[config.mk]
export PLATFORM = sky130hd
export DESIGN_NAME = tfrm_div
export DESIGN_NICKNAME = d
export VERILOG_FILES = /design/src/rtl/tfrm_pkg.sv /design/src/rtl/tfrm_div.sv
export SDC_FILE = /design/constraint.sdc
export NUM_CORES = 1
export LEC_CHECK = 0
export BUFFER_PORTS_ARGS = -buffer_cell sky130_fd_sc_hd__buf_2
export CORE_ASPECT_RATIO = 1.5
export CORE_UTILIZATION = 45
export CTS_CLUSTER_SIZE = 20
export DETAILED_ROUTE_END_ITERATION = 10
export PLACE_DENSITY = 0.69
export SLEW_MARGIN = 40
export SYNTH_ARGS = -nofsm -noshare
export SYNTH_HDL_FRONTEND = slang
export SYNTH_SLANG_ARGS = --single-unit
[constraint.sdc]
create_clock -name clk -period 2.98 [get_ports clk]
set_input_delay 0.596 -clock clk [delete_from_list [all_inputs] [get_ports clk]]
set_output_delay 0.596 -clock clk [all_outputs]
set_load 0.01 [all_outputs]
[src/rtl/tfrm_pkg.sv]
package tfrm_pkg;

  // Field widths
  localparam int TF_W    = 13;  // texel count / width register
  localparam int RES_W   = 7;   // bin count / resolution register
  localparam int ALPHA_W = 8;
  localparam int QV_W    = 17;  // Q1.16 query bound, one integer bit for 1.0
  localparam int FRAC_W  = 16;

  localparam logic [QV_W-1:0] QV_ONE     = QV_W'(65536);
  localparam logic [QV_W-1:0] ROUND_HALF = QV_W'(32768);

  // Configuration port
  localparam int CFG_IDX_W  = 2;
  localparam int CFG_DATA_W = 13;
  localparam logic [CFG_IDX_W-1:0] REG_TF_WIDTH = CFG_IDX_W'(0);
  localparam logic [CFG_IDX_W-1:0] REG_MAX_RES  = CFG_IDX_W'(1);

  localparam logic [TF_W-1:0]  TF_WIDTH_RST = TF_W'(256);
  localparam logic [RES_W-1:0] MAX_RES_RST  = RES_W'(64);

  // Commands
  localparam logic CMD_LOAD  = 1'b0;
  localparam logic CMD_QUERY = 1'b1;

  // Parameter defaults
  localparam int MAX_TEXELS_DEF = 4096;
  localparam int MAX_BINS_DEF   = 64;

  // Divider steps, one quotient bit per cycle
  localparam int DIV_STEP_W = $clog2(TF_W + 1);

  typedef struct packed {
    logic             done;
    logic [TF_W-1:0]  quot;
    logic [RES_W-1:0] rem;
  } div_res_t;

  typedef struct packed {
    logic valid;
    logic ready;
  } query_rd_t;

endpackage

[src/rtl/tfrm_div.sv]
module tfrm_div (
  input  logic                          clk,
  input  logic                          rst_n,
  input  logic                          start,
  input  logic [tfrm_pkg::TF_W-1:0]     dividend,
  input  logic [tfrm_pkg::RES_W-1:0]    divisor,
  output tfrm_pkg::div_res_t            res_o
);

  localparam int TW = tfrm_pkg::TF_W;
  localparam int RW = tfrm_pkg::RES_W;
  localparam int SW = tfrm_pkg::DIV_STEP_W;

  logic          run_r;
  logic          done_r;
  logic [SW-1:0] step_r;
  logic [TW-1:0] dvd_r;
  logic [RW-1:0] rem_r;
  logic [RW-1:0] dvs_r;

  logic [RW:0]   rem_sh;
  logic          fits;
  logic [RW-1:0] rem_nxt;
  logic [TW-1:0] dvd_nxt;

  // Shift in one dividend bit, subtract when the divisor fits
  always_comb begin
    rem_sh  = {rem_r, dvd_r[TW-1]};
    fits    = rem_sh >= {1'b0, dvs_r};
    rem_nxt = fits ? RW'(rem_sh - {1'b0, dvs_r}) : rem_sh[RW-1:0];
    dvd_nxt = {dvd_r[TW-2:0], fits};
  end

  always_ff @(posedge clk) begin
    if (!rst_n) begin
      run_r  <= 1'b0;
      done_r <= 1'b0;
      step_r <= '0;
    end else begin
      done_r <= 1'b0;
      if (start) begin
        run_r  <= 1'b1;
        step_r <= '0;
      end else if (run_r) begin
        step_r <= step_r + 1'b1;
        if (step_r == SW'(TW - 1)) begin
          run_r  <= 1'b0;
          done_r <= 1'b1;
        end
      end
    end
  end

  // Quotient bits replace the dividend bits as they shift out
  always_ff @(posedge clk) begin
    if (start) begin
      dvd_r <= dividend;
      rem_r <= '0;
      dvs_r <= divisor;
    end else if (run_r) begin
      dvd_r <= dvd_nxt;
      rem_r <= rem_nxt;
    end
  end

  assign res_o.done = done_r;
  assign res_o.quot = dvd_r;
  assign res_o.rem  = rem_r;

endmodule

### Yosys cells after proc, flatten, opt, wreduce, memory -nomap -nowiden

Cells that the tools add are included.

* equal/unequal tests: 1
* $add $sub $neg: 2
* mux-type cells: 7
* reductions and logical operators: 3
* bitwise logic cells: 2
* order comparisons: 1

Operators with widths (number)
* two-way mux 13 bit: 2
* >= comparator 8 x 7 -> 1 bit: 1
* two-way mux 7 bit: 1
* subtractor 7 bit: 1
* adder 4 x 1 -> 4 bit (second input constant): 1
* equality test 4 bit (second input constant): 1
* two-way mux 1 bit: 4
* OR reduction 3 bit: 1
* inverter 1 bit: 2
* nonzero test 2 bit: 1
* OR reduction 2 bit: 1

* word-level logic and storage cells: 22
* register bits after elaboration: 33
* output and inout bits: 21

### Depth between registers and ports, before layout

* depth after elaboration: 4
* gate-level depth with buffers: 9

### Least setup slack after synthesis

OpenSTA, ideal clock, no wires.

* path type: reg-to-reg
* from: register dvd_r[12]
* to: register rem_r[2]
* period minus slack after synthesis: 2.266 ns
* stages on the path, launching flop included: 10
* path slack: 0.714 ns
* setup time: 0.088 ns
* data required time: 2.892 ns
* data arrival time: 2.178 ns
* cells stage by stage: edfxtp_1 -> inv_1 -> ha_1 -> fa_1 -> nand2b_2 -> a211o_1 -> buf_6 -> and3_1 -> buf_6 -> a311oi_2

* longest elaborated chain between the ends: 2
* elaborated cells on any way between the ends: 3
* classes of those cells: 1 x add/sub; 1 x order compare; 1 x mux

Ends and longest elaborated chain
* start, declared: line tfrm_div.sv:17 `logic [TW-1:0] dvd_r;`
* start signal, assigned: line tfrm_div.sv:57 `dvd_r <= dividend;`
* start signal, assigned: line tfrm_div.sv:61 `dvd_r <= dvd_nxt;`
* subtractor 7 bit / >= comparator 8 x 7 -> 1 bit (equally long branches): line tfrm_div.sv:30, tfrm_div.sv:29
* two-way mux 7 bit *: line tfrm_div.sv:30 `rem_nxt = fits ? RW'(rem_sh - {1'b0, dvs_r}) : rem_sh[RW-1:0];`
* end signal, assigned: line tfrm_div.sv:62 `rem_r <= rem_nxt;`
* end, declared: line tfrm_div.sv:18 `logic [RW-1:0] rem_r;`

Mark *: on every way between the ends. The rest lies on a longest branch, timed or not.
A chain may end at the register's enable or synchronous reset.

### Worst setup path after layout

Same ends and word-level chain as after synthesis.

==> impl_metrics.env <==
export IMPL_design_area_mm2=0.00215
export IMPL_clock_sinks=33
export IMPL_worst_path_max_delay_cell="fa_1"
export IMPL_crit_buf_inv=1
export IMPL_first_global_vias=1308
export IMPL_ir_worst_vdd_v=0.000341
export IMPL_htree_levels=2
export IMPL_worstMarginPinSlew_ns=0.580
export IMPL_power_switching_mw=0.308
export IMPL_cts_buffers=5
export IMPL_p_clk_share_pct=30.7
export IMPL_hold_end="dvs_r[5]"
export IMPL_place_area_mm2=0.00206
export IMPL_timing_rr_start="dvd_r[12]"
export IMPL_r2r_end="rem_r[2]"
export IMPL_vias=1414
export IMPL_insertedDiodeCount=0
export IMPL_crit_family="compound AO/OA/AOI/OAI gates"
export IMPL_gr_total_overflow=0
export IMPL_yosysSeqAreaShare_pct=47.2
export IMPL_grt_usage_pct=18.8
export IMPL_cts_resized=0
export IMPL_period_share_pct=79.2
export IMPL_hold_buffers=0
export IMPL_die_w_um=54.0
export IMPL_rsz0062_at_grt="no"
export IMPL_p_int_mw=0.782
export IMPL_ys_ff_latch=33
export IMPL_whs_ns=0.481
export IMPL_synth_area_leaders="edfxtp_1, dfxtp_1, mux2_1, ha_1, inv_1"
export IMPL_reg2reg_depth=7
export IMPL_cp_cell_sequence="inv_1 > ha_1 > fa_1 > nand2b_2 > a211o_1 > and3_1 > a311oi_2"
export IMPL_dp_hpwl_mm=2.77
export IMPL_critical_path_arrival_ns=2.55
export IMPL_drt_pre_antenna_iters=4
export IMPL_viasPerCell=5.59
export IMPL_gp_congestion=0.939
export IMPL_slowest_delay_ns=0.40
export IMPL_leakage_nw=0.894
export IMPL_cts_clk_slew_worst_paths_ns=0.07
export IMPL_pwr_share_comb_pct=19.4
export IMPL_area_delta_synth_final_pct=17.7
export IMPL_netlist_area_mm2=0.00182
export IMPL_core_area_mm2=0.00392
export IMPL_whs_path_depth=1
export IMPL_p_seq_share_pct=50.0
export IMPL_r2r_setup_slack_ns=0.62
export IMPL_grt_start_max_net_pins=24
export IMPL_slew_headroom_pct=61.3
export IMPL_insertion_delay_ns=0.28
export IMPL_syn_avg_cell_area_um2=11.2
export IMPL_ios=44
export IMPL_power_density_mw_per_mm2=508
export IMPL_hp_start="divisor[5]"
export IMPL_worstSetupEndpointType="register"
export IMPL_worstSetupPathType="reg -> reg"
export IMPL_cts_root_buf="clkbuf_8"
export IMPL_cts_max_path_buffers=2
export IMPL_synthCells=163
export IMPL_wl_per_cell_um=14.6
export IMPL_async_reset_ff_share_pct=0
export IMPL_die_h_um=80.0
export IMPL_cts_tree="done"
export IMPL_grt_pass1_wl_mm=5.82
export IMPL_core_rowCount=28
export IMPL_drt_first_iter_violations=28
export IMPL_synth_nets=196
export IMPL_io_buffers=43
export IMPL_swShare_pct=28.3
export IMPL_nNetsFinal=240
export IMPL_synth_edf_count=20
export IMPL_setup_viol=0
export IMPL_critPathLaunchType="register"
export IMPL_crit_required_ns=3.18
export IMPL_die_area_mm2=0.00431
export IMPL_antenna_found_initial=0
export IMPL_synthFlopType="edfxtp_1"
export IMPL_cp_depth=7
export IMPL_period_needed_ns=2.36
export IMPL_finalHoldViolCount=0
export IMPL_drc=0
export IMPL_worst_clock_skew_ns=0.00280
export IMPL_initial_core_util_pct=46.5
export IMPL_placed_cells=245
export IMPL_status="complete, no violations"
export IMPL_holdCritPathClass="in -> reg"
export IMPL_yosysTopAreaCell="edfxtp_1"
export IMPL_path_max_fanout=9
export IMPL_drv_slew=0
export IMPL_drt_total_wl_mm=3.70
export IMPL_synth_distinct_cells=48
export IMPL_drv_cap=0
export IMPL_stdcell_count=253
export IMPL_yosys_warnings=0
export IMPL_drive_gt1_share_pct=27.9
export IMPL_maxClockFrequency_ghz=0.424
export IMPL_fin_setup_tns_ns=0
export IMPL_yosysTopAreaCellShare_pct=32.9
export IMPL_post_cts_buffers=0
export IMPL_ant_nets=0
cell usage after synthesis, types with 3 or more instances:
library cell / n
xnor2_1: 3
ha_1: 9
nand4_1: 3
inv_1: 14
nand3_1: 3
nor3_1: 3
edfxtp_1: 20
nand2_1: 7
nor3b_1: 6
or2_1: 3
a41oi_1: 4
nor2_1: 10
nand2b_1: 3
xor2_1: 3
clkbuf_1: 4
dfxtp_1: 13
nor2b_1: 3
mux2_1: 12
cells in the final DEF (no fill, tap or decap), types with 4 or more instances in the layout:
| cell | instances |
|---|---|
| dfxtp_1 | 13 |
| mux2_1 | 12 |
| clkbuf_8 | 5 |
| nor3b_1 | 6 |
| buf_2 | 43 |
| edfxtp_1 | 20 |
| nand2_1 | 7 |
| ha_1 | 9 |
| nor2_1 | 10 |
| a41oi_1 | 4 |
| inv_1 | 14 |
routing by layer:
layer / global-route usage, % / vias up / wire [um]
li1: - / 685 / -
met1: 21.7 / 658 / 1420
met2: 30.2 / 58 / 1860
met3: 4.38 / 13 / 230
met4: 11.8 / 0 / 182
met5: 0 / - / 0
power by group through the flow:
stage          Clock [mW]  Combinational, mW  Sequential [mW]
2_1_floorplan           0              0.131            0.562
3_5_place_dp            0              0.212            0.554
3_3_place_gp            0              0.205            0.553
4_1_cts             0.341              0.212            0.545
5_1_grt             0.354              0.231            0.548
6_report            0.334              0.211            0.545
registers in the layout (all words and copies together), names as in the netlist:
register and cells:
rem_r 7, dvd_r 13, run_r 1, step_r 4
done_r 1, dvs_r 7
layout make-up:
class,instances,area (um2)
Clock inverter,1,7.51
Tap cell,45,56.3
Clock buffer,7,76.3
Timing Repair Buffer,46,238
Inverter,14,52.6
Multi-Input combinational cell,107,855
Fill cell,360,1780
Sequential cell,33,861
cell families after synthesis:
group | after synthesis | synth area share (%)
mux | 14 | 8.51
simple gates | 46 | 13.8
xor+xnor | 6 | 2.88
compound gates | 31 | 14.4
buf+inv | 23 | 5.90
fa+ha+maj | 10 | 7.28
flops | 33 | 47.2
through the flow:
stage          power (mW)  worst slack, ns  utilization, %
5_1_grt              1.13            0.467            54.7
6_report             1.09            0.621            54.7
2_1_floorplan       0.693            0.714               -
4_1_cts              1.10            0.612            54.7
3_5_place_dp        0.765            0.654            52.6
3_3_place_gp        0.757            0.734            52.6
worst max-delay path by stage:
stage	to	startpoint
floorplan	rem_r[2]	dvd_r[12]
CTS	rem_r[2]	dvd_r[12]
detailed placement	rem_r[2]	dvd_r[12]
global placement	rem_r[0]	dvd_r[12]
global route	rem_r[2]	dvd_r[12]
finish	rem_r[2]	dvd_r[12]
worst reg2reg max path, cell delays in order, from the launching register on:
cell      delay (ns)
edfxtp_1        0.35
inv_1           0.07
ha_1            0.22
fa_1            0.40
nand2b_2        0.22
a211o_1         0.38
and3_1          0.33
a311oi_2        0.30
Power figures use the tool's default switching activity.
