`src/rtl/tfrm_pkg.sv`:
```
package tfrm_pkg;

  // Field widths
  localparam int TF_W    = 13;  // texel count / width register
  localparam int RES_W   = 7;   // bin count / resolution register
  localparam int ALPHA_W = 8;
  localparam int QV_W    = 17;  // Q1.16 query bound, one integer bit for 1.0
  localparam int FRAC_W  = 16;

  localparam logic [QV_W-1:0] QV_ONE     = QV_W'(65536);
  localparam logic [QV_W-1:0] ROUND_HALF = QV_W'(32768);

  // Configuration port
  localparam int CFG_IDX_W  = 2;
  localparam int CFG_DATA_W = 13;
  localparam logic [CFG_IDX_W-1:0] REG_TF_WIDTH = CFG_IDX_W'(0);
  localparam logic [CFG_IDX_W-1:0] REG_MAX_RES  = CFG_IDX_W'(1);

  localparam logic [TF_W-1:0]  TF_WIDTH_RST = TF_W'(256);
  localparam logic [RES_W-1:0] MAX_RES_RST  = RES_W'(64);

  // Commands
  localparam logic CMD_LOAD  = 1'b0;
  localparam logic CMD_QUERY = 1'b1;

  // Parameter defaults
  localparam int MAX_TEXELS_DEF = 4096;
  localparam int MAX_BINS_DEF   = 64;

  // Divider steps, one quotient bit per cycle
  localparam int DIV_STEP_W = $clog2(TF_W + 1);

  typedef struct packed {
    logic             done;
    logic [TF_W-1:0]  quot;
    logic [RES_W-1:0] rem;
  } div_res_t;

  typedef struct packed {
    logic valid;
    logic ready;
  } query_rd_t;

endpackage

```
`src/rtl/tfrm_query.sv`:
```
module tfrm_query #(
  parameter int MAX_BINS = tfrm_pkg::MAX_BINS_DEF
) (
  input  logic                                  clk,
  input  logic                                  rst_n,
  input  logic                                  accept,
  input  logic [tfrm_pkg::QV_W-1:0]             query_low,
  input  logic [tfrm_pkg::QV_W-1:0]             query_high,
  input  logic [tfrm_pkg::RES_W-1:0]            res,
  input  logic                                  table_ready,
  output tfrm_pkg::query_rd_t                   rd,
  output logic [$clog2(MAX_BINS*MAX_BINS)-1:0]  addr
);

  localparam int RW  = tfrm_pkg::RES_W;
  localparam int QW  = tfrm_pkg::QV_W;
  localparam int PW  = QW + RW + 1;
  localparam int TAW = $clog2(MAX_BINS * MAX_BINS);

  logic          valid_r;
  logic          ready_r;
  logic [RW-1:0] lo_r;
  logic [RW-1:0] hi_r;
  logic [2*RW:0] sum;

  // Saturate to 1.0, scale by res-1, round halves up
  function automatic logic [RW-1:0] to_index(input logic [QW-1:0] v,
                                             input logic [RW-1:0] r);
    logic [QW-1:0] vs;
    logic [PW-1:0] acc;
    vs  = (v > tfrm_pkg::QV_ONE) ? tfrm_pkg::QV_ONE : v;
    acc = PW'(vs) * PW'(r - 1'b1) + PW'(tfrm_pkg::ROUND_HALF);
    return acc[tfrm_pkg::FRAC_W +: RW];
  endfunction

  always_ff @(posedge clk) begin
    if (!rst_n) begin
      valid_r <= 1'b0;
    end else begin
      valid_r <= accept;
    end
  end

  // Map both bounds to bin indices
  always_ff @(posedge clk) begin
    if (accept) begin
      ready_r <= table_ready;
      lo_r    <= to_index(query_low, res);
      hi_r    <= to_index(query_high, res);
    end
  end

  // Table row is low, column is high
  assign sum      = (2*RW+1)'(lo_r * res) + (2*RW+1)'(hi_r);
  assign addr     = TAW'(sum);
  assign rd.valid = valid_r;
  assign rd.ready = ready_r;

endmodule

```
`config.mk`:
```
export PLATFORM = sky130hd
export DESIGN_NAME = tfrm_query
export DESIGN_NICKNAME = d
export VERILOG_FILES = /design/src/rtl/tfrm_pkg.sv /design/src/rtl/tfrm_query.sv
export SDC_FILE = /design/constraint.sdc
export NUM_CORES = 1
export LEC_CHECK = 0
export BUFFER_PORTS_ARGS = -buffer_cell sky130_fd_sc_hd__buf_2
export CORE_MARGIN = 3
export CORE_UTILIZATION = 40
export CTS_BUF_LIST = sky130_fd_sc_hd__clkbuf_8 sky130_fd_sc_hd__clkbuf_16
export CTS_CLUSTER_SIZE = 12
export DETAILED_ROUTE_END_ITERATION = 10
export HOLD_SLACK_MARGIN = 0.15
export PLACE_DENSITY_LB_ADDON = 0.08
export SKIP_LAST_GASP = 1
export SYNTH_ARGS = -nofsm -noshare
export SYNTH_HDL_FRONTEND = slang
export SYNTH_SLANG_ARGS = --single-unit
```
`constraint.sdc`:
```
create_clock -name clk -period 18.1 [get_ports clk]
set_input_delay 0.905 -clock clk [delete_from_list [all_inputs] [get_ports clk]]
set_output_delay 0.905 -clock clk [all_outputs]
set_load 0.005 [all_outputs]
```
==> Word level (Yosys, flattened, before mapping) <==
Index checks and enable logic that the tools add are counted.
{ "totals": {"reg_bits": 16, "input_bits": 45, "out_inout_bits": 14, "elab_cells": 15} }
{ "op_classes": {"addsub": 4, "multipliers": 3, "magnitude_cmp": 2, "muxes": 2} }
{ "ops": {"columns": ["operator", "count"], "rows": [
  ["adder 23 x 16 -> 23 bit, second input constant", 2],
  ["> comparator 17 bit, second input constant", 2],
  ["2-to-1 mux 17 bit", 2],
  ["multiplier 17 x 25 -> 23 bit", 1],
  ["multiplier 18 x 8 -> 23 bit", 1],
  ["adder 12 x 7 -> 12 bit", 1],
  ["multiplier 7 x 7 -> 12 bit", 1],
  ["subtractor 7 x 1 -> 8 bit, second input constant", 1]
]} }

==> Longest topological paths before layout <==
Gate-level depths: netlist of run 1.
{ "logic_depth": {"depth_word": 4, "depth_mapped": 27, "ltp_nobuf": 25} }

==> Worst setup path before layout of run 1 <==
No wires, ideal clock.
{ "synth_path": {"path_kind": "input port to flip-flop", "startpoint": "input port res[3] (netlist name)", "endpoint": "register lo_r[6] (data pin)", "arrival_time_ps": 6964, "slack_ps": 10876, "path_stages": 27, "cell_sequence": "buf_4 nor3_4 nand3_2 or3_1 buf_6 nor2_8 buf_2 nand2_1 fa_1 inv_1 fa_1 fa_1 inv_1 fa_1 inv_1 fa_1 inv_1 fa_1 inv_1 ha_1 a211oi_1 o21ai_0 a41oi_1 a21oi_2 a31oi_1 o21ai_0 xnor2_1"} }
{ "synth_via": {"elab_chain_cells": 3} }
{ "synth_rtl": {"columns": ["element", "line", "rtl"], "rows": [
  ["from (decl)", "tfrm_query.sv:9", "input logic [tfrm_pkg::RES_W-1:0] res,"],
  ["subtractor 7 x 1 -> 8 bit", "tfrm_query.sv:32", "acc = PW'(vs) * PW'(r - 1'b1) + PW'(tfrm_pkg::ROUND_HALF);"],
  ["multiplier 17 x 25 -> 23 bit", "tfrm_query.sv:32", null],
  ["adder 23 x 16 -> 23 bit", "tfrm_query.sv:32", null],
  ["to (signal assigned)", "tfrm_query.sv:48", "lo_r <= to_index(query_low, res);"],
  ["to (decl)", "tfrm_query.sv:22", "logic [RW-1:0] lo_r;"]
]} }
Every way passes these cells.
A chain may end at the register's enable or synchronous reset.

==> Final worst setup path of run 1 <==
{ "layout_path": {"startpoint": "input port res[0] (netlist name)", "endpoint": "register lo_r[6] (data pin)"} }
Same word-level chain as after synthesis.

==> impl_metrics.yaml, run 1 <==
status:
  status: "complete, no violations"
placement:
  dp_slack_ns: 9.86
  port_buffers: 58
  routabilityCongestion: 0.838
  dpl.cell_count: 1733
  dpl.hpwl_mm: 24.9
worst_hold_path:
  hold_end: "ready_r"
  whs_path_depth: 1
  hp-start: "table_ready"
  hp-class: "in2reg"
sta:
  fin_crit_ns: 7.93
  max-slew-margin-rel_pct: 34.9
  max_freq_ghz: 0.126
  min_period_over_period_pct: 43.8
  rsz0062_at_grt: "no"
  setup_slack_ns: 10.17
  setup_tns_ns: 0
  setup_viol: 0
  hold_viol: 0
  tightestPinTransition_ns: 0.973
  slew_viol_final: 0
clock_network:
  clock-root-buffer: "clkbuf_16"
  ctsResizeCount: 0
  cts.sinks: 16
  postCtsSetupBuffers: 0
  tritoncts: "yes"
  cts_max_path_buffers: 2
  htree_num_levels: 1
  cts-hold-fix-buffers: 0
  cts_buffers: 3
  clk_pin_slew_ns: 0.05
setup_path:
  end_kind: "flip-flop"
  startpoint_type: "primary input"
  crit_family: "adder cells"
  crit_fanout: 16
  critPathMaxStageDelay_ns: 0.75
  critical_path_arrival_ns: 7.92
  criticalPathCategory: "in2reg"
  critPathMostFrequentCell: "fa_1"
  path_buf_inv: 5
  cp_data_required_time_ns: 18.09
  cp_slowest_cell: "fa_1"
  crit_chain: "buf_2 -> inv_1 -> nand3_2 -> or3_1 -> nor2_8 -> nand2_1 -> fa_1 -> inv_1 -> fa_1 -> fa_1 -> fa_1 -> fa_1 -> inv_1 -> fa_1 -> inv_1 -> ha_1 -> a211oi_1 -> o21ai_0 -> a41oi_1 -> a21oi_2 -> a31oi_1 -> o21ai_0 -> xnor2_1"
pwr:
  clock_power_share_pct: 3.3
  seq_power_share_pct: 6.3
  power.internal_mw: 0.652
  p_leak_nw: 6.80
  netSwitchingFraction_pct: 50.1
  power.density_mw_per_mm2: 102
  switchingPower_mw: 0.654
  power_mw: 1.31
  peakVddDrop_mv: 0.101
  combPwrFrac_pct: 90.4
yosys:
  yosysMostFrequentCell: "inv_1"
  syn_nets: 1768
  syn_area_mm2: 0.0120
  netlist.area_leader.share_pct: 45.1
  synth_ff_type: "edfxtp_1"
  ys_async_sr_fraction_pct: 0
  synth_edf_count: 15
  ys_warn_count: 0
  ys_seq_area_share_pct: 3.91
  synth_seq_cells: 16
  ys_top_cells_by_count: "inv_1, fa_1, and2_1"
  synth_cells: 1317
  synth_area_leader_cell: "fa_1"
  synth.avg_cell_area_um2: 9.13
  synth_area_leaders: "fa_1, ha_1, inv_1"
  synth_cell_type_count: 50
finish:
  layout-drive-gt1-share_pct: 6.28
  area_delta_synth_final_pct: 6.23
  fillCellCount: 3040
  fin_util_pct: 43.8
  final_nets: 1805
  diodes: 0
  fin_cells: 1737
die:
  chipHeight_um: 179
  dieArea_mm2: 0.0322
  fp.coreArea_mm2: 0.0292
  rows: 62
  die_w_um: 179
  io_pins: 59
  start_util_pct: 41.2
drt:
  ant_nets: 0
  vias_per_cell: 4.78
  first_iter_violations: 292
  post_drt_wl_per_cell_um: 17.1
  vias: 8305
  wl_mm: 29.7
  drc: 0
  first_pass_iters: 5
global_routing:
  antenna_found_initial: 0
  overflow: 0
  grt_first_pass_wirelength_mm: 49.4
  grt_pass1_vias: 9153
  track_usage_pct: 19.7
  grt_max_degree: 28
flow_run:
  maxCapViolations: 0
kinds of logic (layout without fill, tap and decap cells):
group           count (synthesis)  after routing  synth area share, %
simple gates                  372            372                 16.5
flops                          16             16                 3.91
buf+inv                       398            434                 12.8
compound gates                 72             72                 3.85
xor+xnor                       53             53                 3.86
fa+ha+maj                     406            406                 59.2
cells in the final DEF (no fill, tap or decap), types with 2 or more instances in the layout:
cell type  Yosys  routed
a211oi_1       2       2
a21o_1         8       8
a21oi_1       30      30
and2_1       154     154
and3_1        21      21
buf_2         11      58
buf_4          3      10
clkbuf_16      0       3
clkinv_1       2       3
edfxtp_1      15      15
fa_1         271     271
ha_1         135     135
inv_1        360     360
nand2_1      111     111
nand2b_1       2       2
nand4_1        4       4
nor2_1        32      32
nor2_2         5       5
nor2b_1        3       3
nor3_1        25      25
nor4_1         6       6
nor4_2         2       2
o21a_1         3       3
o21ai_0       14      14
o41ai_1        2       2
xnor2_1       41      41
xor2_1        12      12
routing by layer:
metal / share of wire, % / up-vias / GRT usage, %
li1: - / 3961 / -
met4: 0.52 / 0 / 1.19
met3: 2.4 / 12 / 0.843
met2: 50 / 99 / 34.9
met5: 0 / - / 0
met1: 47 / 4233 / 28.2
power by group through the flow:
stage          registers, mW  logic (mW)  clock network [mW]
2_1_floorplan         0.0738       0.857                   0
3_3_place_gp          0.0840        1.20                   0
3_5_place_dp          0.0839        1.21                   0
4_1_cts               0.0832        1.22              0.0441
5_1_grt               0.0858        1.37              0.0461
6_report              0.0826        1.18              0.0431
layout make-up:
type                       count  area [µm²]  share of cell area (%)
sequential                    16         470                    3.68
tap                          384         480                    3.76
inverter                     362        1360                    10.6
clock buffer                   3        75.1                   0.588
timing repair buffer          68         365                    2.86
clock inverter                 1        3.75                  0.0294
multi-input combinational    903       10000                    78.4
registers in the layout, indices dropped and copies added (netlist names):
register and count:
lo_r 7, valid_r 1, ready_r 1, hi_r 7
worst max-delay path by stage:
| stage | from | end | slack, ns | depth (start not counted) |
|---|---|---|---|---|
| after CTS | res[0] | lo_r[6] | 10.11 | 24 |
| after global routing | res[0] | lo_r[6] | 9.60 | 25 |
| after detailed placement | res[0] | lo_r[6] | 9.86 | 24 |
| after global placement | res[0] | lo_r[6] | 10.03 | 24 |
| after floorplan | res[3] | lo_r[6] | 10.88 | 27 |
| final | res[0] | lo_r[6] | 10.17 | 23 |
metrics by stage:
| stage | hold WS (ns) | area (µm²) |
|---|---|---|
| finish | 0.834 | 12800 |
| global route | 0.827 | 12800 |
| CTS | 0.831 | 12800 |
| detailed placement | 1.08 | 12700 |
| global placement | 1.08 | 12700 |
| floorplan | 1.00 | 12000 |
Power figures use the tool's default switching activity.
==> run 2: changes to the inputs <==
==> constraint.sdc (replaced) <==
create_clock -name clk -period 7.6 [get_ports clk]
set_input_delay 0.38 -clock clk [delete_from_list [all_inputs] [get_ports clk]]
set_output_delay 0.38 -clock clk [all_outputs]
set_load 0.005 [all_outputs]
==> run 2 against run 1 <==
Non-clock buffer count up 17. Setup slack worse by 9.6 ns. Global-route usage shrank 0.43 points. Sequential share of layout area about the same. Die area stayed put. Worst hold slack lost 0.52 ns. Critical path depth down 1. Utilization is 0.44 points higher. Total power increased by 140%. Count of clock-buffer cells in the layout unchanged. Cell area increased by 1.0%. Wire length decreased by 2.6%. Critical endpoint unchanged. Largest cell class unchanged.
==> impl_metrics.yaml, run 2 (same netlist as run 1, synthesis figures left out) <==
global_routing:
  grt_pass1_vias: 9054
  track_usage_pct: 19.2
  grt_first_pass_wirelength_mm: 48.8
  overflow: 0
  grt_max_degree: 28
  antenna_found_initial: 0
placement:
  dpl.hpwl_mm: 25.3
  dp_slack_ns: 0.249
  placed_area_mm2: 0.0128
  dpl.cell_count: 1750
  port_buffers: 58
  routabilityCongestion: 0.844
finish:
  final_nets: 1822
  diodes: 0
  multi_input_comb_area_mm2: 0.0100
  layout-drive-gt1-share_pct: 7.45
  final_common_cell: "inv_1"
  fin_util_pct: 44.2
  post-route-cell-area_mm2: 0.0129
  area_delta_synth_final_pct: 7.29
  area.sequential_um2: 470
  final_cell_mix: "inv_1, fa_1, and2_1"
  fillCellCount: 2999
  fin_cells: 1754
  biggestRegsByFlops: "hi_r x7, lo_r x7"
pwr:
  power_mw: 3.12
  peakVddDrop_mv: 0.273
  power.density_mw_per_mm2: 242
  p_leak_nw: 6.89
setup_path:
  crit_chain: "buf_2 -> nor4_1 -> a41oi_4 -> nor2_8 -> nand2_1 -> fa_1 -> inv_1 -> fa_1 -> fa_1 -> fa_1 -> fa_1 -> inv_1 -> fa_1 -> inv_1 -> ha_1 -> a211oi_1 -> o21ai_0 -> a41oi_1 -> a21oi_2 -> a31oi_1 -> o21ai_0 -> xnor2_1"
  critPathMaxStageDelay_ns: 0.74
  end_kind: "flip-flop"
  critical_path_arrival_ns: 7.01
  worstSetupStartpoint: "query_low[0]"
  cp_data_required_time_ns: 7.59
  criticalPathCategory: "in2reg"
  path_buf_inv: 4
  critPathMostFrequentCell: "fa_1"
  crit_fanout: 16
  endpoint: "lo_r[6]"
  cp_slowest_cell: "fa_1"
  path_depth: 22
  startpoint_type: "primary input"
  crit_family: "adder cells"
clock_network:
  cts-hold-fix-buffers: 0
  clk_pin_slew_ns: 0.06
  htree_num_levels: 1
  cts.sinks: 16
  cts_max_path_buffers: 2
  tritoncts: "yes"
  postCtsSetupBuffers: 0
  ctsResizeCount: 0
  cts_buffers: 3
  clock-root-buffer: "clkbuf_16"
sta:
  setup_tns_ns: 0
  whs_ns: 0.310
  min_period_over_period_pct: 92.3
  tightestPinTransition_ns: 0.946
  setup_viol: 0
  fin_crit_ns: 7.02
  max-slew-margin-rel_pct: 36.7
  setup_slack_ns: 0.581
  rsz0062_at_grt: "no"
  slew_viol_final: 0
  hold_viol: 0
  max_freq_ghz: 0.142
die:
  rows: 62
  dieArea_mm2: 0.0322
  die_w_um: 179
  chipHeight_um: 179
  fp.coreArea_mm2: 0.0292
  start_util_pct: 41.2
  io_pins: 59
drt:
  first_pass_iters: 4
  first_iter_violations: 292
  vias_per_cell: 4.72
  wl_mm: 28.9
  post_drt_wl_per_cell_um: 16.5
  drc: 0
  vias: 8285
  ant_nets: 0
flow_run:
  maxCapViolations: 0
worst_hold_path:
  hp-class: "in2reg"
  whs_path_depth: 1
status:
  status: "complete, no violations"
-- run 2: cell types whose count changed in the layout (fill, tap and decap cells not counted) --
cell and delta:
buf_4 +17, clkinv_1 -1, inv_1 +1
-- run 2: power breakdown --
part | switching (mW) | total [mW] | leakage, nW | internal (mW)
combinational | 1.48 | 2.82 | 6.69 | 1.34
clock | 0.0347 | 0.104 | 0.0423 | 0.0698
sequential | 0.0462 | 0.200 | 0.155 | 0.154
-- run 2: area by class of cell --
class                      count  share of cell area [%]
multi-input combinational    903                    77.7
inverter                     362                    10.5
timing repair buffer          85                    3.82
tap                          384                    3.72
sequential                    16                    3.65
clock buffer                   3                   0.582
clock inverter                 1                  0.0291
-- run 2: how the worst min path moves through the flow --
stage	start	endpoint	slack (ns)
floorplan	table_ready	ready_r	0.48
global placement	table_ready	ready_r	0.56
detailed placement	table_ready	ready_r	0.56
CTS	table_ready	ready_r	0.30
global route	table_ready	ready_r	0.31
finish	table_ready	ready_r	0.31
-- run 2: routing by layer --
metal  routed length, µm  vias to the layer above  global-route usage, %
met4                  54                        0                  0.677
met2               14400                       84                   33.8
met3                 616                        6                   1.07
met1               13900                     4205                   27.9
li1                    -                     3990                      -
met5                   0                        -                      0
