**config.mk**
```make
export PLATFORM = sky130hd
export DESIGN_NAME = tfrm_ram
export DESIGN_NICKNAME = d
export VERILOG_FILES = /design/src/rtl/tfrm_ram.sv
export SDC_FILE = /design/constraint.sdc
export NUM_CORES = 1
export LEC_CHECK = 0
export BUFFER_PORTS_ARGS = -buffer_cell sky130_fd_sc_hd__buf_2
export CORE_MARGIN = 5
export CORE_UTILIZATION = 45
export DETAILED_ROUTE_END_ITERATION = 10
export GPL_TIMING_DRIVEN = 1
export PLACE_DENSITY = 0.7
export SLEW_MARGIN = 20
export SYNTH_ARGS = -nofsm -noshare
export SYNTH_HDL_FRONTEND = slang
export SYNTH_SLANG_ARGS = --single-unit
```
**constraint.sdc**
```tcl
create_clock -name clk -period 2.47 [get_ports clk]
set_input_delay 0.247 -clock clk [delete_from_list [all_inputs] [get_ports clk]]
set_output_delay 0.247 -clock clk [all_outputs]
set_load 0.05 [all_outputs]
```
**src/rtl/tfrm_ram.sv**
```systemverilog
module tfrm_ram #(
  parameter int WIDTH = 8,
  parameter int DEPTH = 64
) (
  input  logic                     clk,
  input  logic                     we,
  input  logic [$clog2(DEPTH)-1:0] waddr,
  input  logic [WIDTH-1:0]         wdata,
  input  logic [$clog2(DEPTH)-1:0] raddr,
  output logic [WIDTH-1:0]         rdata
);

  logic [WIDTH-1:0] mem [DEPTH];

  // Write one word, read one word with registered data
  always_ff @(posedge clk) begin
    if (we) begin
      mem[waddr] <= wdata;
    end
    rdata <= mem[raddr];
  end

endmodule

```
Word level (Yosys, flattened, before mapping)
Memory sizes are Yosys's and may differ from the RTL's. A register that Yosys moved wholly into a read port is not among the register bits.
Index checks and enable logic that the tools add are counted.
{ "classes": {"muxes": 2} }
{ "op_table": {"columns": ["op", "n"], "rows": [
  ["two-way mux 1 bit", 2]
]} }
{ "word_totals": {"register_bits": 0, "mem_bits_rw": 512, "inputBits": 22, "output_inout_bits": 8, "wordCells": 3, "mem_count": 1} }
{ "memory_table": {"columns": ["name", "words", "word_bits", "rd", "rd_clocked_by_memory_dff", "write_ports", "line_no", "rtl"], "rows": [
  ["mem", 64, 8, 1, 1, 1, "13", "logic [WIDTH-1:0] mem [DEPTH];"]
]} }

Logic depth before layout (Yosys ltp)
Gate-level depths: netlist of run 1.
{ "logic_depth": {"word_depth": 2, "depth_mapped": 9, "ltp_nobuf": 5} }

Least setup slack after synthesis of run 1
Ideal clock, no wire load.
{ "synth_path": {"path_kind": "input -> register", "startpoint": "input raddr[1]", "endpoint": "register rdata[3] (read register of mem)", "setup_time_ps": 128, "t_arrival_ps": 1787, "required_ps": 2342, "slack_ps": 555, "cell_stages": 7, "n_path_buf": 3, "path_cell_list": "buf_4 -> buf_2 -> buf_2 -> mux4_2 -> mux4_2 -> o21ai_1 -> o41ai_1"} }
{ "synth_rtl": {"columns": ["element", "line_no", "rtl"], "rows": [
  ["start, declared", "9", "input logic [$clog2(DEPTH)-1:0] raddr,"],
  ["end, declared", "10", "output logic [WIDTH-1:0] rdata"]
]} }

==> results of run 1 <==
routing by layer:
layer	GRT usage [%]	up-vias	share of wire [%]
li1	-	4229	-
met1	25.9	5219	41
met2	29.8	397	49
met3	3.34	71	7.0
met4	4.73	4	2.2
met5	0	-	0.060
sequential cells by signal, indices dropped and copies added, names as in the netlist:
| signal | flops |
|---|---|
| rdata | 8 |
| mem | 512 |
logic make-up (layout without fill, tap and decap cells):
family / count (synthesis) / in the layout / share of synthesized area, %
and+or+nand+nor: 153 / 153 / 3.39
muxes: 162 / 162 / 15.9
AOI/OAI and AO/OA: 54 / 54 / 2.07
DFF: 520 / 520 / 77.0
buffers and inverters: 51 / 242 / 1.57
cells in the mapped netlist (3+ instances only):
cell	n	area share, %
o22ai_1	8	0.25
mux2_2	13	0.73
nand2_1	19	0.35
a21oi_1	3	0.074
mux2i_1	23	1.1
nor2b_1	14	0.43
nor2_1	83	1.5
clkbuf_1	17	0.32
nand2b_1	7	0.22
o221ai_1	8	0.35
edfxtp_1	512	76
o2111ai_1	3	0.13
buf_6	4	0.22
nand3b_1	3	0.11
buf_4	13	0.48
buf_1	4	0.074
nand3_1	13	0.32
a211oi_1	4	0.15
buf_2	11	0.27
a22oi_1	3	0.11
dfxtp_1	8	0.79
nor3_1	7	0.17
a221oi_1	6	0.26
o2bb2ai_1	3	0.13
mux4_2	126	14
power groups by stage:
stage	registers [W]	logic [W]	clock network [W]
after CTS	0.00981	0.00102	0.00741
after floorplan	0.0100	0.000521	0
after detailed placement	0.00999	0.00102	0
after global placement	0.00999	0.00100	0
after global routing	0.00980	0.00108	0.00779
final	0.00981	0.00102	0.00728
cell type report:
class	count	area, um2
well taps	592	741
flip-flops and latches	520	15500
repair buffers	152	1250
multi-input cells	369	4320
clock inverters	25	196
fillers	3436	20900
clock buffers	65	1370
final timing paths:
kind                                        endpoint                 start  slack, ns
worst max-delay path                rdata[6]$_DFF_P_  mem[24][6]$_DFFE_PP_       0.44
worst min-delay path            mem[60][5]$_DFFE_PP_              wdata[5]       0.09
worst max register to register      rdata[6]$_DFF_P_  mem[24][6]$_DFFE_PP_       0.44
worst min register to register      rdata[0]$_DFF_P_  mem[34][0]$_DFFE_PP_       0.87
worst reg2reg max path, cell delays in order, from the launching register on:
cell and delay [ns]:
edfxtp_1 0.38, mux4_2 0.48, mux2_2 0.29, o221a_2 0.31, nor3_1 0.32, o32ai_1 0.13
metrics by stage:
stage | power [W] | instances | area [um2]
3_3_place_gp | 0.0110 | 1633 | 21800
3_5_place_dp | 0.0110 | 1633 | 21800
5_1_grt | 0.0187 | 1723 | 23400
2_1_floorplan | 0.0105 | 940 | 20200
4_1_cts | 0.0182 | 1723 | 23400
6_report | 0.0181 | 1723 | 23400
placed cells by master (no fill, tap or decap), types with 3 or more instances in the layout:
| cell | n |
|---|---|
| a211oi_1 | 4 |
| a21oi_1 | 3 |
| a221oi_1 | 6 |
| a22oi_1 | 3 |
| buf_12 | 13 |
| buf_2 | 25 |
| buf_4 | 113 |
| bufinv_16 | 3 |
| clkbuf_1 | 12 |
| clkbuf_16 | 53 |
| clkinv_1 | 12 |
| clkinv_2 | 6 |
| clkinvlp_4 | 3 |
| dfxtp_1 | 8 |
| edfxtp_1 | 512 |
| mux2_2 | 13 |
| mux2i_1 | 23 |
| mux4_2 | 126 |
| nand2_1 | 19 |
| nand2b_1 | 7 |
| nand3_1 | 13 |
| nand3b_1 | 3 |
| nor2_1 | 83 |
| nor2b_1 | 14 |
| nor3_1 | 7 |
| o2111ai_1 | 3 |
| o221ai_1 | 8 |
| o22ai_1 | 8 |
| o2bb2ai_1 | 3 |
==> results.toml, run 1 <==
[logic_synthesis]
seq_area_frac_synth_pct = 77.0
ys_async_sr_fraction_pct = 0
synth_nets = 962
ys_warn_count = 0
syn_inst = 940
ys_ff_latch = 520
synth-edff-count = 512
ys_types = 40
synth_ff_type = "edfxtp_1"
synthesis.area_mm2 = 0.0202
postSynthAreaPerCell_um2 = 21.5

[power_and_ir_drop]
p_per_area_mw_per_mm2 = 773
combPwrFrac_pct = 5.6
pwr-share-clk_pct = 40.2
power_leakage_nw = 7.52
internal_power_w = 0.0144
pwr-share-seq_pct = 54.2
netSwitchingFraction_pct = 20.6
ir_drop_v = 0.000477
switchingPower_w = 0.00373

[cells_and_area]
nNetsFinal = 1115
fin_util_pct = 52.8
syn2layout_area_growth_pct = 16.1
num_antenna_cells = 0
drive_gt1_share_pct = 31.7

[clocking]
root_buffer = "clkbuf_16"
cts_buffers = 50
clkTransAtPathRegs_ns = 0.06
ctsHoldBuffers = 0
cts_tree = "yes"
cts.sinks = 520
cts_setup_buffers = 0
clk_latency_ns = 0.56
h-tree-depth = 2
clock_path_buffers = 3
post_cts_resized = 0

[sta]
worst_hold_slack_ns = 0.0907
relSlewSlack_pct = 41.3
finalCriticalPeriod_ns = 2.03
setup_slack_ns = 0.440
worst_pin_slew_ns = 0.880
hold_viol = 0
fmax_mhz = 493
fin_worst_skew_ns = 0.00847
slew_violations = 0
setup_tns_ns = 0
finalSetupViolCount = 0
post-route-period-util_pct = 82.2
grt_setup_unrepaired = "no"

[placement]
preCtsSetupSlack_ns = 0.114
io_buffers = 29
dpl.hpwl_mm = 29.4
place_congestion = 0.859

[floorplan]
rows = 77
ios = 30
die_w_um = 222
core_mm2 = 0.0443
chipHeight_um = 222
start_util_pct = 45.5
dieArea_mm2 = 0.0491

[status]
status = "finished, final reports clean"

[global_route]
track_usage_pct = 18.3
grt_pass1_vias = 10100
grt_pass1_wl_mm = 67.4
grt_max_degree = 65
grt-ovfl-total = 0
grt_antenna_before_repair = 2

[critical_path]
cp_max_fo = 1
cp-end-kind = "flop"
reg2reg_depth = 5
slowest_delay_ns = 0.48
cp_cell_sequence = "mux4_2 > mux2_2 > o221a_2 > nor3_1 > o32ai_1"
start_kind = "flop"
critical-path-top-delay-family = "multiplexers"
crit_required_ns = 2.90
crit_type = "flop to flop"
cp_data_arrival_time_ns = 2.46
slowest_stage = "mux4_2"
critPathBufInv = 0
worst-path-stages = 5

[route]
drtPass1Iterations = 5
drt_iter0_drc = 973
avgRoutedWirePerCell_um = 26.2
drc = 0
vias_per_cell = 5.76
ant_nets = 0
wl_mm = 45.1
vias = 9920

[flow_run]
maxCapViolations = 0

[min_path]
holdPathStages = 1
hold_class = "primary input to flop"
Power figures use the tool's default switching activity.
==> run 2: changes to the inputs <==
Settings changed: PLACE_DENSITY 0.7 to 0.72.
Clock period 2.47 ns to 1.7 ns, I/O delays scaled along.
==> results.toml, run 2 (synthesis results as in run 1) <==
[status]
status = "finished with violations"
violations = "setup timing"

[sta]
post-route-period-util_pct = 114
grt_setup_unrepaired = "yes"
setup_slack_ns = -0.237
relSlewSlack_pct = 48.6
slew_violations = 0
fin_worst_skew_ns = 0.0160
hold_viol = 0
finalCriticalPeriod_ns = 1.94
worst_pin_slew_ns = 0.772
finalSetupViolCount = 7
fmax_mhz = 516

[critical_path]
cp_max_fo = 1
start_kind = "flop"
slowest_delay_ns = 0.52
reg2reg_depth = 6
cp_cell_sequence = "mux4_2 > mux2_4 > o221a_4 > nor3_2 > buf_4 > o32ai_2"
reg2reg_slack_ns = -0.24
cp-end-kind = "flop"
r2r-start = "mem[29][4]$_DFFE_PP_"
crit_type = "flop to flop"
crit_required_ns = 2.16
cp_data_arrival_time_ns = 2.40
slowest_stage = "mux4_2"
r2r_end = "rdata[4]$_DFF_P_"

[placement]
io_buffers = 29
postPlaceCellArea_mm2 = 0.0223
preCtsSetupSlack_ns = -0.577
place_congestion = 0.865
placedCellCount = 1697
dpl.hpwl_mm = 29.3

[route]
drc = 0
wl_mm = 45.5
drt_iter0_drc = 1191
vias = 10200
drtPass1Iterations = 5
avgRoutedWirePerCell_um = 25.5
vias_per_cell = 5.71
ant_nets = 0

[floorplan]
ios = 30
core_mm2 = 0.0443
die_w_um = 222
rows = 77
dieArea_mm2 = 0.0491
start_util_pct = 45.5
chipHeight_um = 222

[global_route]
grt_max_degree = 65
grt_antenna_before_repair = 0
grt_util_met3_pct = 3.08
use_met1_pct = 26.5
grt_pass1_vias = 10300
use_met2_pct = 30.0
grt-ovfl-total = 0
grt_pass1_wl_mm = 68.3
track_usage_pct = 18.4
grt-busiest-layer = "met2"

[min_path]
holdPathEnd = "rdata[1]$_DFF_P_"
hold_class = "primary input to flop"
holdPathStages = 3
worstHoldStart = "raddr[5]"

[cells_and_area]
reg_top3 = "mem: 512 flops, rdata: 8 flops"
nNetsFinal = 1180
drive_gt1_share_pct = 36.4
final_area_mm2 = 0.0239
largest-register = "mem"
layout_commonest_cell = "edfxtp_1"
largest_reg_flops = 512
stdcell_count = 1789
syn2layout_area_growth_pct = 18.7
final_cell_mix = "512 x edfxtp_1, 180 x buf_4, 126 x mux4_2"
num_antenna_cells = 0

[clocking]
clk_latency_ns = 0.59
cts.sinks = 520
ctsHoldBuffers = 0
cts_buffers = 51
h-tree-depth = 2
root_buffer = "clkbuf_16"
clkTransAtPathRegs_ns = 0.06
cts_tree = "yes"
clock_path_buffers = 3

[flow_run]
maxCapViolations = 0

[power_and_ir_drop]
p_per_area_mw_per_mm2 = 1100
power_leakage_nw = 7.85
ir_drop_v = 0.000726
-- run 2: worst max path at each step --
stage	startpoint	end	slack, ns
2_1_floorplan	raddr[0]	rdata[7]$_DFF_P_	-0.02
3_3_place_gp	raddr[0]	rdata[7]$_DFF_P_	-0.58
3_5_place_dp	raddr[0]	rdata[7]$_DFF_P_	-0.58
4_1_cts	mem[29][4]$_DFFE_PP_	rdata[4]$_DFF_P_	-0.20
5_1_grt	mem[29][4]$_DFFE_PP_	rdata[4]$_DFF_P_	-0.23
6_report	mem[29][4]$_DFFE_PP_	rdata[4]$_DFF_P_	-0.24
-- run 2: through the flow --
stage / power, W / TNS, ns / utilization (%) / hold slack, ns
floorplan: 0.0153 / -0.0451 / - / 0.269
global placement: 0.0161 / -3.56 / 50.2 / 0.610
detailed placement: 0.0161 / -5.01 / 50.2 / 0.618
CTS: 0.0266 / -0.831 / 54.0 / 0.000893
global route: 0.0272 / -1.10 / 54.0 / 0.0309
finish: 0.0264 / -0.824 / 54.0 / 0.0396
-- run 2: metal layers --
layer / share of wire [%] / vias to the layer above
met1: 41 / 5381
met3: 7.5 / 61
li1: - / 4365
met4: 2.0 / 0
met5: 0 / -
met2: 50 / 416
-- run 2: where the power goes --
part	switching, W	internal [W]	leakage [nW]
clock network	0.00456	0.00593	0.748
registers	0.0000518	0.0142	4.67
logic	0.000954	0.000673	2.43
total	0.00556	0.0208	7.85
-- run 2: cell type report --
type,instances,area (um2)
Tap cell,592,741
Timing Repair Buffer,216,1670
Clock inverter,33,236
Clock buffer,59,1310
Fill cell,3351,20400
Multi-Input combinational cell,369,4450
Sequential cell,520,15500
-- run 2: critical path: cells and delay by family, from the launching register on --
kind	cells	cell delay [ns]
muxes	2	0.83
DFF	1	0.38
buffers and inverters	1	0.15
AOI/OAI and AO/OA	2	0.35
and+or+nand+nor	1	0.10
-- run 2: what timing repair did --
item | 4_1_cts | 5_1_grt
resized for setup | 26 | 1
setup buffers | 0 | 0
endpoints found under the setup margin | 8 | 8
pin swaps | 8 | 0
==> run 3: changes to the inputs <==
Settings changed: ABC_AREA from default to 1.
==> results.toml, run 3 <==
[clocking]
clkTransAtPathRegs_ns = 0.06
cts_tree = "yes"
cts.sinks = 520
cts_setup_buffers = 0
clk_latency_ns = 0.57
clock_path_buffers = 3
h-tree-depth = 2
root_buffer = "clkbuf_16"
cts_buffers = 49

[sta]
post-route-period-util_pct = 88.1
finalSetupViolCount = 0
worst_pin_slew_ns = 0.481
fmax_mhz = 668
relSlewSlack_pct = 67.8
setup_tns_ns = 0
fin_worst_skew_ns = 0.0190
grt_setup_unrepaired = "no"
slew_violations = 0
hold_viol = 0
finalCriticalPeriod_ns = 1.50

[critical_path]
crit_start = "rdata[6]$_DFF_P_"
cp_data_arrival_time_ns = 1.33
crit_end = "rdata[6]"
slowest_stage = "dfxtp_1"
worst-path-stages = 1
start_kind = "flop"
crit_required_ns = 1.53
r2r_end = "rdata[1]$_DFF_P_"
critical-path-top-delay-family = "flip-flops"
critPathBufInv = 1
r2r-start = "mem[35][1]$_DFFE_PP_"
reg2reg_depth = 8
crit_type = "flop to output port"
slowest_delay_ns = 0.45
cp-end-kind = "output port"
reg2reg_slack_ns = 0.33
cp_cell_sequence = "buf_2"
cp_max_fo = 1

[power_and_ir_drop]
p_per_area_mw_per_mm2 = 1080
power_leakage_nw = 8.90
ir_drop_v = 0.000915

[floorplan]
chipHeight_um = 228
core_mm2 = 0.0468
ios = 30
dieArea_mm2 = 0.0519
die_w_um = 228
start_util_pct = 45.6
rows = 79

[route]
drt-met1-wl_mm = 21.4
vias = 14300
avgRoutedWirePerCell_um = 20.4
vias_per_cell = 5.59
wl_met2_mm = 23.6
drt_iter0_drc = 2015
wl_mm = 52.0
highest-signal-layer = "met5"
drtPass1Iterations = 6
ant_nets = 0
drc = 0
wl_met3_mm = 5.57

[logic_synthesis]
synth_commonest_cells = "648 x nand2_1, 512 x edfxtp_1, 439 x nand3_1"
synth-edff-count = 512
synth_ff_type = "edfxtp_1"
ys_types = 16
netlist.area_leader.share_pct = 72.0
yosysTopAreaCell = "edfxtp_1"
seq_area_frac_synth_pct = 72.8
ys_ff_latch = 520
postSynthAreaPerCell_um2 = 11.8
ys_async_sr_fraction_pct = 0
synth_nets = 1827
yosys-top-cells-area = "edfxtp_1 72%, nand2_1 11%, nand3_1 10%"
synthesis.area_mm2 = 0.0213
synth_most_common_cell = "nand2_1"
ys_warn_count = 0
syn_inst = 1805

[min_path]
holdPathStages = 2
hold_class = "primary input to flop"

[placement]
io_buffers = 29
dpl.hpwl_mm = 31.2
place_congestion = 0.861
postPlaceCellArea_mm2 = 0.0228
placedCellCount = 2462

[global_route]
track_usage_pct = 19.4
grt_pass1_wl_mm = 80.0
grt_pass1_vias = 13800
grt_max_degree = 74
grt-ovfl-total = 0
grt_antenna_before_repair = 2

[status]
status = "finished, final reports clean"

[cells_and_area]
register_area_mm2 = 0.0155
multi_input_area_mm2 = 0.00495
final_cell_mix = "648 x nand2_1, 512 x edfxtp_1, 439 x nand3_1"
nNetsFinal = 1929
layout_commonest_cell = "nand2_1"
largest_reg_flops = 512
final_area_mm2 = 0.0243
nFillCells = 3909
largest-register = "mem"
syn2layout_area_growth_pct = 13.7
reg_top3 = "mem: 512 flops, rdata: 8 flops"
drive_gt1_share_pct = 11.9
stdcell_count = 2553

[flow_run]
maxCapViolations = 0
==> run 3: worst reg2reg max path, stage by stage (launching register included) <==
cell and delay, ns:
edfxtp_1 0.36, nand2_1 0.07, nand3_1 0.11, nand3_1 0.12
nand2_1 0.11, nand2_1 0.08, nand3_1 0.09, nand3_1 0.21
nand2_1 0.11
==> run 3: what timing repair did <==
item,CTS,global route
endpoints found under the hold margin,3,0
hold buffers,1,0
gates resized for setup,0,0
==> run 3: area by class of cell <==
class                      instances  area share [%]
antenna                            1          0.0103
clock buffer                      67            5.50
clock inverter                    22           0.557
inverter                          12           0.217
multi-input combinational       1160            20.4
sequential                       520            64.0
tap                              607            3.13
timing repair buffer             164            6.21
==> run 3: worst min-delay path by stage <==
stage | startpoint | end
2_1_floorplan | wdata[0] | mem[0][0]$_DFFE_PP_
3_3_place_gp | raddr[5] | rdata[5]$_DFF_P_
3_5_place_dp | raddr[5] | rdata[5]$_DFF_P_
4_1_cts | wdata[6] | mem[33][6]$_DFFE_PP_
5_1_grt | wdata[6] | mem[45][6]$_DFFE_PP_
6_report | wdata[7] | mem[26][7]$_DFFE_PP_
==> run 3: cells by family after synthesis <==
| family | count (synthesis) | share of synthesized area, % |
|---|---|---|
| DFF | 520 | 72.8 |
| buffers and inverters | 125 | 4.02 |
| and+or+nand+nor | 1160 | 23.2 |
==> run 3: metrics by stage <==
stage               setup WS (ns)  power (W)  util [%]  hold WS [ns]
floorplan                  -0.236     0.0156         -         0.269
global placement           0.0319     0.0163      48.7         0.557
detailed placement         0.0185     0.0163      48.7         0.565
CTS                         0.227     0.0263      51.9         0.126
global route                0.209     0.0271      51.9         0.128
finish                      0.203     0.0262      51.9         0.131
==> run 3: routing by layer <==
layer	GRT usage [%]	vias to the layer above
li1	-	6555
met1	28.3	6816
met2	29.9	783
met3	4.00	118
met4	5.77	2
met5	0	-
==> run 3: where the power goes <==
| part | switching (W) | leakage [nW] | internal (W) |
|---|---|---|---|
| logic | 0.00134 | 3.50 | 0.000528 |
| registers | 0.0000447 | 4.67 | 0.0142 |
| clock network | 0.00450 | 0.726 | 0.00563 |
| total | 0.00588 | 8.90 | 0.0203 |
